## src/hw/rtl/bsr_pkg.sv

```systemverilog
// shared types and constants for the bmp stream to rgba decoder
package bsr_pkg;

    // header byte positions, each the last byte of its little-endian field
    localparam logic [31:0] POS_OFFSET_END = 32'd13;
    localparam logic [31:0] POS_WIDTH_END  = 32'd21;
    localparam logic [31:0] POS_HEIGHT_END = 32'd25;
    localparam logic [31:0] POS_BPP_END    = 32'd29;

    // smallest legal pixel data offset, also the first pixel byte position
    localparam logic [31:0] MIN_DATA_OFFSET = 32'd30;

    // image size limits
    localparam logic [31:0] MAX_WIDTH  = 32'd2048;
    localparam logic [31:0] MAX_HEIGHT = 32'd2048;

    // bits per pixel divided by eight that selects three byte pixels
    localparam logic [12:0] BYTES_PER_PIXEL_24 = 13'd3;

    localparam logic [7:0] ALPHA_OPAQUE = 8'd255;

    // one input transaction as it sits in the input register
    typedef struct packed {
        logic       valid;
        logic [7:0] file_byte;
        logic       start_of_file;
    } bsr_in_t;

    // one result item
    typedef struct packed {
        logic [7:0]  red;
        logic [7:0]  green;
        logic [7:0]  blue;
        logic [7:0]  alpha;
        logic [10:0] pixel_column;
        logic [10:0] pixel_line;
        logic [11:0] image_width;
        logic [11:0] image_height;
        logic        last_pixel;
        logic        format_error;
    } bsr_result_t;

endpackage

```

## src/hw/rtl/bmp_stream_to_rgba_unit.sv

```systemverilog
// top level of the bmp byte stream to rgba pixel decoder
//
//  channel   dir  data                                   side
//  s_        in   tdata file_byte, tuser start_of_file    bmp bytes
//  m_        out  tdata rgba/column/line/size, tlast      pixels
//                 last_pixel, tuser format_error
//
// one byte is taken every clock unless a stalled result holds it; a result enters
// the result register as its byte leaves the input register (the parser lies
// between the two registers); the parser state loop sets the byte rate
// aresetn clears the parser; the first byte after reset counts as byte 0
// a stall on m_tready holds the result and stops the input register in turn
module bmp_stream_to_rgba_unit (
    input  logic        aclk,
    input  logic        aresetn,
    input  logic        s_tvalid,
    output logic        s_tready,
    input  logic [7:0]  s_tdata,   // file_byte
    input  logic        s_tuser,   // start_of_file
    output logic        m_tvalid,
    input  logic        m_tready,
    output logic [79:0] m_tdata,   // red, green, blue, alpha, pixel_column,
                                   // pixel_line, image_width, image_height, zero pad
    output logic        m_tlast,   // last_pixel
    output logic        m_tuser    // format_error
);

    bsr_pkg::bsr_in_t     in_beat;
    bsr_pkg::bsr_result_t res;
    logic                 res_valid;
    logic                 out_ready;
    logic                 advance;

    // the held byte is consumed when the result register can take its result
    assign advance = in_beat.valid && out_ready;

    bsr_in_stage u_in (
        .aclk     (aclk),
        .aresetn  (aresetn),
        .s_tvalid (s_tvalid),
        .s_tready (s_tready),
        .s_tdata  (s_tdata),
        .s_tuser  (s_tuser),
        .advance  (advance),
        .in_beat  (in_beat)
    );

    bsr_decode u_dec (
        .aclk      (aclk),
        .aresetn   (aresetn),
        .in_beat   (in_beat),
        .advance   (advance),
        .res_valid (res_valid),
        .res       (res)
    );

    bsr_out_stage u_out (
        .aclk      (aclk),
        .aresetn   (aresetn),
        .advance   (advance),
        .res_valid (res_valid),
        .res       (res),
        .out_ready (out_ready),
        .m_tvalid  (m_tvalid),
        .m_tready  (m_tready),
        .m_tdata   (m_tdata),
        .m_tlast   (m_tlast),
        .m_tuser   (m_tuser)
    );

    // input only backs up behind a stalled result
    a_stall_source: assert property (@(posedge aclk) disable iff (!aresetn)
        !s_tready |-> (m_tvalid && !m_tready))
        else $error("input stalled without a stalled result");

    // an error transaction carries no pixel content
    a_error_empty: assert property (@(posedge aclk) disable iff (!aresetn)
        (m_tvalid && m_tuser) |-> (m_tdata == 80'd0 && !m_tlast))
        else $error("error transaction carries pixel fields");

    // pixel coordinates stay inside the header size
    a_coord_range: assert property (@(posedge aclk) disable iff (!aresetn)
        (m_tvalid && !m_tuser) |->
        ({1'b0, m_tdata[42:32]} < m_tdata[65:54] &&
         {1'b0, m_tdata[53:43]} < m_tdata[77:66]))
        else $error("pixel coordinate outside image");

endmodule

```

## src/hw/rtl/bsr_in_stage.sv

```systemverilog
// input register for the byte stream
module bsr_in_stage (
    input  logic           aclk,
    input  logic           aresetn,
    input  logic           s_tvalid,
    output logic           s_tready,
    input  logic [7:0]     s_tdata,   // file_byte
    input  logic           s_tuser,   // start_of_file
    input  logic           advance,
    output bsr_pkg::bsr_in_t in_beat
);

    logic       valid_reg;
    logic [7:0] byte_reg;
    logic       sof_reg;

    // room when empty or when the held byte moves on this cycle
    assign s_tready = !valid_reg || advance;
    assign in_beat  = '{valid: valid_reg, file_byte: byte_reg, start_of_file: sof_reg};

    always_ff @(posedge aclk) begin
        if (!aresetn) begin
            valid_reg <= 1'b0;
        end else if (s_tready) begin
            valid_reg <= s_tvalid;
        end
    end

    // payload loads without reset
    always_ff @(posedge aclk) begin
        if (s_tready && s_tvalid) begin
            byte_reg <= s_tdata;
            sof_reg  <= s_tuser;
        end
    end

endmodule

```

## src/hw/rtl/bsr_decode.sv

```systemverilog
// header parser and pixel assembler, one byte per cycle while advance is high
module bsr_decode (
    input  logic                 aclk,
    input  logic                 aresetn,
    input  bsr_pkg::bsr_in_t     in_beat,
    input  logic                 advance,
    output logic                 res_valid,
    output bsr_pkg::bsr_result_t res
);

    logic [31:0] pos_reg, pos_next;
    logic [31:0] shift_reg, shift_next;
    logic [31:0] offset_reg, offset_next;
    logic [11:0] width_reg, width_next;
    logic [11:0] height_reg, height_next;
    logic        mode3_reg, mode3_next;
    logic [10:0] col_reg, col_next;
    logic [10:0] row_reg, row_next;
    logic [13:0] rbc_reg, rbc_next;
    logic [23:0] pix_reg, pix_next;
    logic [1:0]  bip_reg, bip_next;
    logic        err_reg, err_next;
    logic        done_reg, done_next;

    always_comb begin
        logic [31:0] cur_pos;
        logic [31:0] cur_shift;
        logic [31:0] cur_offset;
        logic [11:0] cur_width;
        logic [11:0] cur_height;
        logic        cur_mode3;
        logic [10:0] cur_col;
        logic [10:0] cur_row;
        logic [13:0] cur_rbc;
        logic [23:0] cur_pix;
        logic [1:0]  cur_bip;
        logic        cur_err;
        logic        cur_done;
        logic        sof;
        logic [7:0]  b;
        logic [1:0]  bip_top;
        logic [13:0] data_len;
        logic [13:0] row_len;
        logic [13:0] rbc_inc;
        logic [11:0] col_inc;
        logic [11:0] row_inc;
        logic [11:0] line_full;
        logic        last;

        sof = in_beat.start_of_file;
        b   = in_beat.file_byte;

        // a start mark makes the byte see a freshly cleared parser
        cur_pos    = sof ? 32'd0 : pos_reg;
        cur_shift  = sof ? 32'd0 : shift_reg;
        cur_offset = sof ? 32'd0 : offset_reg;
        cur_width  = sof ? 12'd0 : width_reg;
        cur_height = sof ? 12'd0 : height_reg;
        cur_mode3  = sof ? 1'b0  : mode3_reg;
        cur_col    = sof ? 11'd0 : col_reg;
        cur_row    = sof ? 11'd0 : row_reg;
        cur_rbc    = sof ? 14'd0 : rbc_reg;
        cur_pix    = sof ? 24'd0 : pix_reg;
        cur_bip    = sof ? 2'd0  : bip_reg;
        cur_err    = sof ? 1'b0  : err_reg;
        cur_done   = sof ? 1'b0  : done_reg;

        shift_next  = {b, cur_shift[31:8]};
        pos_next    = (cur_pos == 32'hFFFF_FFFF) ? cur_pos : cur_pos + 32'd1;
        offset_next = cur_offset;
        width_next  = cur_width;
        height_next = cur_height;
        mode3_next  = cur_mode3;
        col_next    = cur_col;
        row_next    = cur_row;
        rbc_next    = cur_rbc;
        pix_next    = cur_pix;
        bip_next    = cur_bip;
        err_next    = cur_err;
        done_next   = cur_done;

        // row geometry from the stored header
        bip_top  = cur_mode3 ? 2'd2 : 2'd3;
        data_len = cur_mode3 ? ({1'b0, cur_width, 1'b0} + {2'b00, cur_width})
                             : {cur_width, 2'b00};
        row_len  = (data_len + 14'd3) & ~14'd3;
        rbc_inc  = cur_rbc + 14'd1;
        col_inc  = {1'b0, cur_col} + 12'd1;
        row_inc  = {1'b0, cur_row} + 12'd1;
        last     = (row_inc == cur_height) && (col_inc == cur_width);
        line_full = cur_height - 12'd1 - {1'b0, cur_row};

        res_valid = 1'b0;
        res       = '0;

        if (cur_pos == bsr_pkg::POS_OFFSET_END) begin
            offset_next = shift_next;
            if (shift_next < bsr_pkg::MIN_DATA_OFFSET) begin
                err_next = 1'b1;
            end
        end else if (cur_pos == bsr_pkg::POS_WIDTH_END) begin
            width_next = shift_next[11:0];
            if (shift_next == 32'd0 || shift_next > bsr_pkg::MAX_WIDTH) begin
                err_next = 1'b1;
            end
        end else if (cur_pos == bsr_pkg::POS_HEIGHT_END) begin
            height_next = shift_next[11:0];
            if (shift_next == 32'd0 || shift_next > bsr_pkg::MAX_HEIGHT) begin
                err_next = 1'b1;
            end
        end else if (cur_pos == bsr_pkg::POS_BPP_END) begin
            // bits per pixel in the upper half, divided by eight
            mode3_next = (shift_next[31:19] == bsr_pkg::BYTES_PER_PIXEL_24);
            if (cur_err) begin
                res_valid        = 1'b1;
                res.format_error = 1'b1;
            end
        end else if (cur_pos >= bsr_pkg::MIN_DATA_OFFSET && cur_pos >= cur_offset
                     && !cur_err && !cur_done) begin
            // pixel bytes, padding past data_len is skipped
            if (cur_rbc < data_len) begin
                if (cur_bip < bip_top) begin
                    pix_next = cur_pix | ({16'd0, b} << {cur_bip, 3'b000});
                    bip_next = cur_bip + 2'd1;
                end else begin
                    res_valid = 1'b1;
                    res.red   = b;
                    if (cur_mode3) begin
                        res.green = cur_pix[15:8];
                        res.blue  = cur_pix[7:0];
                        res.alpha = bsr_pkg::ALPHA_OPAQUE;
                    end else begin
                        res.green = cur_pix[23:16];
                        res.blue  = cur_pix[15:8];
                        res.alpha = cur_pix[7:0];
                    end
                    res.pixel_column = cur_col;
                    res.pixel_line   = line_full[10:0];
                    res.image_width  = cur_width;
                    res.image_height = cur_height;
                    res.last_pixel   = last;
                    pix_next = 24'd0;
                    bip_next = 2'd0;
                    col_next = col_inc[10:0];
                    if (last) begin
                        done_next = 1'b1;
                    end
                end
            end
            rbc_next = rbc_inc;
            // end of a padded row
            if (rbc_inc >= row_len) begin
                rbc_next = 14'd0;
                col_next = 11'd0;
                bip_next = 2'd0;
                pix_next = 24'd0;
                row_next = row_inc[10:0];
                if (row_inc >= cur_height) begin
                    done_next = 1'b1;
                end
            end
        end
    end

    // parser state, updated once per consumed byte
    always_ff @(posedge aclk) begin
        if (!aresetn) begin
            pos_reg    <= '0;
            shift_reg  <= '0;
            offset_reg <= '0;
            width_reg  <= '0;
            height_reg <= '0;
            mode3_reg  <= 1'b0;
            col_reg    <= '0;
            row_reg    <= '0;
            rbc_reg    <= '0;
            pix_reg    <= '0;
            bip_reg    <= '0;
            err_reg    <= 1'b0;
            done_reg   <= 1'b0;
        end else if (advance) begin
            pos_reg    <= pos_next;
            shift_reg  <= shift_next;
            offset_reg <= offset_next;
            width_reg  <= width_next;
            height_reg <= height_next;
            mode3_reg  <= mode3_next;
            col_reg    <= col_next;
            row_reg    <= row_next;
            rbc_reg    <= rbc_next;
            pix_reg    <= pix_next;
            bip_reg    <= bip_next;
            err_reg    <= err_next;
            done_reg   <= done_next;
        end
    end

endmodule

```

## src/hw/rtl/bsr_out_stage.sv

```systemverilog
// result register toward the pixel stream
module bsr_out_stage (
    input  logic                 aclk,
    input  logic                 aresetn,
    input  logic                 advance,
    input  logic                 res_valid,
    input  bsr_pkg::bsr_result_t res,
    output logic                 out_ready,
    output logic                 m_tvalid,
    input  logic                 m_tready,
    output logic [79:0]          m_tdata,   // red, green, blue, alpha, pixel_column,
                                            // pixel_line, image_width, image_height, zero pad
    output logic                 m_tlast,   // last_pixel
    output logic                 m_tuser    // format_error
);

    logic                 valid_reg;
    bsr_pkg::bsr_result_t res_reg;

    // register is free when empty or its transaction completes now
    assign out_ready = !valid_reg || m_tready;

    always_ff @(posedge aclk) begin
        if (!aresetn) begin
            valid_reg <= 1'b0;
        end else if (out_ready) begin
            valid_reg <= advance && res_valid;
        end
    end

    always_ff @(posedge aclk) begin
        if (advance && res_valid) begin
            res_reg <= res;
        end
    end

    // pack fields from the lowest bit up
    assign m_tvalid = valid_reg;
    assign m_tdata  = {2'b00, res_reg.image_height, res_reg.image_width,
                       res_reg.pixel_line, res_reg.pixel_column, res_reg.alpha,
                       res_reg.blue, res_reg.green, res_reg.red};
    assign m_tlast  = res_reg.last_pixel;
    assign m_tuser  = res_reg.format_error;

endmodule
```

## config.mk

```make
export PLATFORM = sky130hd
export DESIGN_NAME = bmp_stream_to_rgba_unit
export DESIGN_NICKNAME = d
export VERILOG_FILES = /design/src/hw/rtl/bsr_pkg.sv /design/src/hw/rtl/bmp_stream_to_rgba_unit.sv /design/src/hw/rtl/bsr_in_stage.sv /design/src/hw/rtl/bsr_decode.sv /design/src/hw/rtl/bsr_out_stage.sv
export SDC_FILE = /design/constraint.sdc
export NUM_CORES = 1
export LEC_CHECK = 0
export ABC_CLOCK_PERIOD_IN_PS = 7500
export BUFFER_PORTS_ARGS = -buffer_cell sky130_fd_sc_hd__buf_4
export CELL_PAD_IN_SITES_DETAIL_PLACEMENT = 1
export CELL_PAD_IN_SITES_GLOBAL_PLACEMENT = 1
export CORE_AREA = 2 2 196 178
export CTS_CLUSTER_SIZE = 28
export DETAILED_ROUTE_END_ITERATION = 8
export DIE_AREA = 0 0 198 180
export HOLD_SLACK_MARGIN = 0.1
export PLACE_DENSITY = 0.87
export SLEW_MARGIN = 20
export SYNTH_ARGS = -nofsm -noshare
export SYNTH_HDL_FRONTEND = slang
export SYNTH_SLANG_ARGS = --single-unit
```

## constraint.sdc

```tcl
create_clock -name aclk -period 7.5 [get_ports aclk]
set_input_delay 0 -clock aclk [delete_from_list [all_inputs] [get_ports aclk]]
set_output_delay 0 -clock aclk [all_outputs]
set_load 0.02 [all_outputs]
```

# Word-level counts from Yosys, hierarchy flattened
# Index checks and enable logic that the tools add are counted.
# totals
register_bits,276
in_bits,13
out_inout_bits,84
elab_cells,160
# classes
n_addsub,9
n_lt_le_gt_ge,8
eq_ne,8
shift,1
n_mux,86
bitwise_logic,4
n_reduce_logical,17
# op_table
cell,count
$mux W24,10
$mux W11,16
$mux W32,5
$mux W14,8
$eq A32 B5 Y1 const B,3
$mux W12,7
$add A32 B1 Y32 const B,1
$eq A32 B32 Y1 const B,1
$eq A32 B4 Y1 const B,1
$ge A32 B32 Y1,1
$ge A32 B5 Y1 const B,1
$gt A32 B12 Y1 const B,1
$logic_not A32 Y1,1
$lt A32 B5 Y1 const B,1
$mux W1,31
$add A11 B1 Y12 const B,2
$eq A12 B12 Y1,2
$or A24 B24 Y24,1
$shl A8 B5 Y24,1
$mux W2,9
$add A13 B12 Y14,1
$add A14 B1 Y14 const B,1
$add A14 B2 Y14 const B,1
$ge A14 B14 Y1,1
other kinds (13),26

# Logic depth before layout (Yosys ltp)
# depth
ltp_word,14
depth_mapped,26
ltp_nobuf,20

# Hierarchy
# Synthesis repeated with hierarchy kept, for this count alone.
# unflattened
hier_cells,1731
hier_area_um2,15248.4
# by_module_without_submodules
module,instances,cells_per_inst,area_per_inst_um2,seq_area_each_um2
bsr_decode,1,1626,12425.7,3543.4
bsr_out_stage,1,88,2473.6,2422.3
bsr_in_stage,1,16,342.8,290.3
bmp_stream_to_rgba_unit,1,1,6.3,0.0

# Worst setup path before layout
# Ideal clock, no wire load.
# synth_timing
path_kind,reg-to-reg
from,reg u_in.sof_reg
to,"reg u_out.res_reg, in the netlist u_out.m_tdata[0] (enable)"
setup_time_ps,445
arrival_ps,6059
t_required_ps,7055
setup_slack_ps,996
stages_incl_launch_ff,24
path_buffers,7
period_less_slack_ps,6504
cell_sequence,edfxtp_1 buf_6 buf_2 buf_2 buf_2 buf_2 buf_1 nor2_1 ha_1 buf_2 and3b_1 o21a_1 o211ai_1 a311oi_1 or3_1 a31oi_1 or2_1 ha_1 nand2_1 o21ai_0 a31oi_1 and3_1 and2_1 o21a_1
# synth_via
elab_chain_cells,11
elab_cells_between_ends,33
cone_classes,1 x add/sub; 4 x order compare; 4 x eq/ne; 18 x mux; 6 x reduce/logical
# synth_lines
item,line,rtl
"start, declared",bsr_in_stage.sv:15,logic sof_reg;
"start signal, assigned",bsr_in_stage.sv:33,sof_reg <= s_tuser;
"$mux W12, or another cell as far along",bsr_decode.sv:57,cur_width = sof ? 12'd0 : width_reg;
"$add A13 B12 Y14, or another cell as far along",bsr_decode.sv:84,"data_len = cur_mode3 ? ({1'b0, cur_width, 1'b0} + {2'b00, cur_width})"
"$mux W14, or another cell as far along",bsr_decode.sv:84,
"$lt A14 B14 Y1, or another cell as far along",bsr_decode.sv:121,if (cur_rbc < data_len) begin
$mux W1 / $logic_and A1 B1 Y1 (equally long branches),"bsr_decode.sv:121, bsr_decode.sv:119",
$mux W1,bsr_decode.sv:118,end else if (cur_pos >= bsr_pkg::MIN_DATA_OFFSET && cur_pos >= cur_offset
$mux W1,bsr_decode.sv:111,end else if (cur_pos == bsr_pkg::POS_BPP_END) begin
$mux W1,bsr_decode.sv:106,end else if (cur_pos == bsr_pkg::POS_HEIGHT_END) begin
$mux W1,bsr_decode.sv:101,end else if (cur_pos == bsr_pkg::POS_WIDTH_END) begin
$mux W1 *,bsr_decode.sv:96,if (cur_pos == bsr_pkg::POS_OFFSET_END) begin
$logic_and A1 B1 Y1 *,bsr_out_stage.sv:32,if (advance && res_valid) begin
"end signal, assigned",bsr_out_stage.sv:33,res_reg <= res;
"end, declared",bsr_out_stage.sv:18,bsr_pkg::bsr_result_t res_reg;
# Every way passes the cells marked *; elsewhere a longest branch is shown, timed or not.
# A chain may end at the register's enable or synchronous reset.

# Final worst setup path
# layout_timing
from,reg u_in.sof_reg
to,"reg u_out.valid_reg, in the netlist u_out.m_tvalid"
# layout_via
elab_chain_cells,11
elab_cells_between_ends,33
cone_classes,1 x add/sub; 4 x order compare; 4 x eq/ne; 18 x mux; 6 x reduce/logical
# layout_lines
item,line,rtl
"$mux W12, or another cell as far along",bsr_decode.sv:57,
"$add A13 B12 Y14, or another cell as far along",bsr_decode.sv:84,
"$mux W14, or another cell as far along",bsr_decode.sv:84,
"$lt A14 B14 Y1, or another cell as far along",bsr_decode.sv:121,
$mux W1 / $logic_and A1 B1 Y1 (equally long branches),"bsr_decode.sv:121, bsr_decode.sv:119",
$mux W1,bsr_decode.sv:118,
$mux W1,bsr_decode.sv:111,
$mux W1,bsr_decode.sv:106,
$mux W1,bsr_decode.sv:101,
$mux W1 *,bsr_decode.sv:96,
$logic_and A1 B1 Y1 *,bsr_out_stage.sv:27,valid_reg <= advance && res_valid;
"end signal, assigned",bsr_out_stage.sv:27,
"end, declared",bsr_out_stage.sv:17,logic valid_reg;
# Marked as above.

==> metrics.cfg <==
[outcome]
status = finished clean

[clock_tree]
clock_latency_ps = 570
cts_root_buf = clkbuf_16
clkTransAtPathRegs_ps = 60
cts_tree = done
cts_resized = 0
clock-sinks = 268
cts_buffer_depth = 3
htreeDepth = 1
cts_made_buffers = 29

[timing]
finalCriticalPeriod_ps = 6650
period_share = 0.886
fin_tns_setup_ps = 0
max_freq_mhz = 150
setup_ws_ps = 854
fin_worst_skew_ps = 19.7
finalHoldViolations = 0
whs_ps = 156
maxSlewHeadroom = 0.348
rsz0062_at_grt = no
drv_slew = 0
worstMarginPinSlew_ps = 978
setup_violations = 0

[route]
vias_per_cell = 6.06
vias = 13890
drtIter0Drc = 1026
ant_nets = 0
routed_wirelength_um = 49200
route.detailed.wl_per_inst_um = 21.5
drc_errors = 0
dr.pass1.iters = 6

[die]
die_h_um = 180
rows = 64
fp.dieArea_um2 = 35600
start_util = 0.464
ios = 97
dieWidth_um = 198
coreArea_um2 = 33700

[grt]
top_usage_layer = met2
grt_pass1_vias = 14332
grt_pass1_wl_um = 78700
grt.met2_usage = 0.471
overflow = 0
antenna_found_initial = 0
grt_util_met1 = 0.355
grt_max_degree = 89
grt.total_usage = 0.274
grt_use_met3 = 0.0375

[synth]
yosysMostFrequentCell = nand2_1
synth_area_um2 = 15600
synth_top_flop_cell = dfxtp_1
synth_area_leaders = dfxtp_1 23%, edfxtp_1 17%, ha_1 7.5%, nand2_1 5.2%, nor2_1 5.0%
synth-edff-count = 89
synth_common_cells = 216 x nand2_1, 209 x nor2_1, 179 x dfxtp_1
synth_cell_type_count = 100
synthArstFlopShare = 0
synth_area_per_cell_um2 = 8.84
synth_warnings = 0
yosysTopAreaCellShare = 0.229
synth_largest_area_cell = dfxtp_1
seq_area_frac_synth = 0.400
synthCells = 1767
ys_seq_elements = 268

[place]
pre_cts_slack_ps = 1280
io_buffers = 94
finalWeightedCongestion = 0.902
hpwl_um = 34400
detailed_place.area_um2 = 16600

[critical_path]
slowest_stage = edfxtp_1
r2r_cells = 21
cp.required_ps = 8010
arrival_ps = 7160
crit_path_start = u_in.sof_reg
r2r_slack_ps = 850
critPathCaptureType = register
cp-start-kind = register
worst_r2r_endpoint = u_out.m_tvalid
setup.worst_path.class = reg -> reg
rr_startpoint = u_in.sof_reg
worstSetupEndpoint = u_out.m_tvalid
cp.depth = 21
crit_buf_inv = 4
cp_max_fo = 46
max_stage_delay_ps = 940
path_delay_family = compound AO/OA/AOI/OAI gates
crit_chain = buf_4, or2b_1, inv_1, ha_1, nand2b_1, a21oi_1, o211ai_1, a311oi_1, o21ai_0, a31oi_1, or2_1, ha_1, nand2_1, o21ai_0, a31oi_1, and3_1, and2_1, o21a_4, buf_12, o21a_1, dlygate4sd3_1

[power_and_ir_drop]
p_clk_frac = 0.471
p_sw_frac = 0.229
p_seq_frac = 0.494
power_switching_mw = 0.703
p_total_mw = 3.07
max-vdd-ir-drop_v = 0.000178
power_frac_comb = 0.035
internal-power_mw = 2.37
p_leak_nw = 6.93
power_density_nw_per_um2 = 174

[hold_path]
hp-class = in -> reg
hold_start = s_tuser
worstHoldPathCells = 2

[layout]
fin_nets = 1916
syn_to_final_growth_pct = 12.9
drive_above_1_share = 0.110
largest_reg_flops = 78
final_area_um2 = 17600
antenna_cells = 0
layout.filler_cells = 3886

[job]
cap_violations = 0

==> placed cells by master (no fill, tap or decap), types with 23 or more instances in the layout <==
master and count:
a21o_1 23, a21oi_1 87, a22oi_1 48, and3_1 54, buf_4 111, clkbuf_16 30
dfxtp_1 178, edfxtp_1 89, ha_1 94, inv_1 35, nand2_1 214, nand3_1 60
nand4_1 29, nor2_1 209, nor2b_1 72, nor3_1 24, o21ai_0 39, xnor2_1 52
xor2_1 33
==> per-layer routing <==
layer | up-vias | wire (um)
li1 | 6422 | -
met1 | 6959 | 21100
met2 | 399 | 24200
met3 | 110 | 2440
met4 | 0 | 1510
met5 | - | 0
==> power by group through the flow <==
stage	logic [mW]	registers, mW	clock network, mW
after floorplan	0.0732	1.54	0
after global placement	0.0984	1.55	0
after detailed placement	0.101	1.55	0
after CTS	0.107	1.52	1.47
after global routing	0.117	1.52	1.53
final	0.109	1.52	1.45
==> worst min-delay path by stage <==
| stage | end | slack (ps) |
|---|---|---|
| after floorplan | u_in.byte_reg[0] | 100 |
| after global placement | u_in.byte_reg[4] | 180 |
| after detailed placement | u_in.byte_reg[0] | 180 |
| after CTS | u_in.byte_reg[6] | 130 |
| after global routing | u_in.byte_reg[7] | 150 |
| final | u_in.sof_reg | 160 |
==> per-stage QoR <==
step                      instances  utilization
final                          2292        0.523
after global routing           2292        0.523
after CTS                      2292        0.523
after detailed placement       2225        0.491
after global placement         2225        0.491
after floorplan                1768            -
==> kinds of logic (layout without fill, tap and decap cells) <==
family,Yosys count,after routing,synth area share
compound gates,361,361,0.166
xor+xnor,85,85,0.0476
fa+ha+maj,95,95,0.0765
buf+inv,154,216,0.0439
flops,268,268,0.400
mux,23,23,0.0151
other cells,1,2,0.000240
simple gates,780,780,0.251
==> layout make-up <==
cell class / count / area [um^2] / share of cell area
Sequential cell: 268 / 6260 / 0.355
Inverter: 37 / 140 / 0.00794
Timing Repair Buffer: 126 / 993 / 0.0563
Tap cell: 462 / 578 / 0.0328
Multi-Input combinational cell: 1346 / 8730 / 0.495
Clock buffer: 46 / 851 / 0.0482
Clock inverter: 7 / 95.1 / 0.00539
==> timing repair <==
| action | CTS | global route |
|---|---|---|
| endpoints found under the hold margin | 50 | 0 |
| hold buffers | 14 | 0 |
| setup buffers | 0 | 0 |
==> worst register-to-register path: stages (launching register included) <==
cell and delay (ps):
edfxtp_1 940, buf_4 370, or2b_1 200, inv_1 60, ha_1 350, nand2b_1 120, a21oi_1 180, o211ai_1 180
a311oi_1 450, o21ai_0 140, a31oi_1 290, or2_1 190, ha_1 240, nand2_1 90, o21ai_0 140, a31oi_1 310
and3_1 230, and2_1 500, o21a_4 550, buf_12 330, o21a_1 200, dlygate4sd3_1 530
Power figures use the tool's default switching activity.
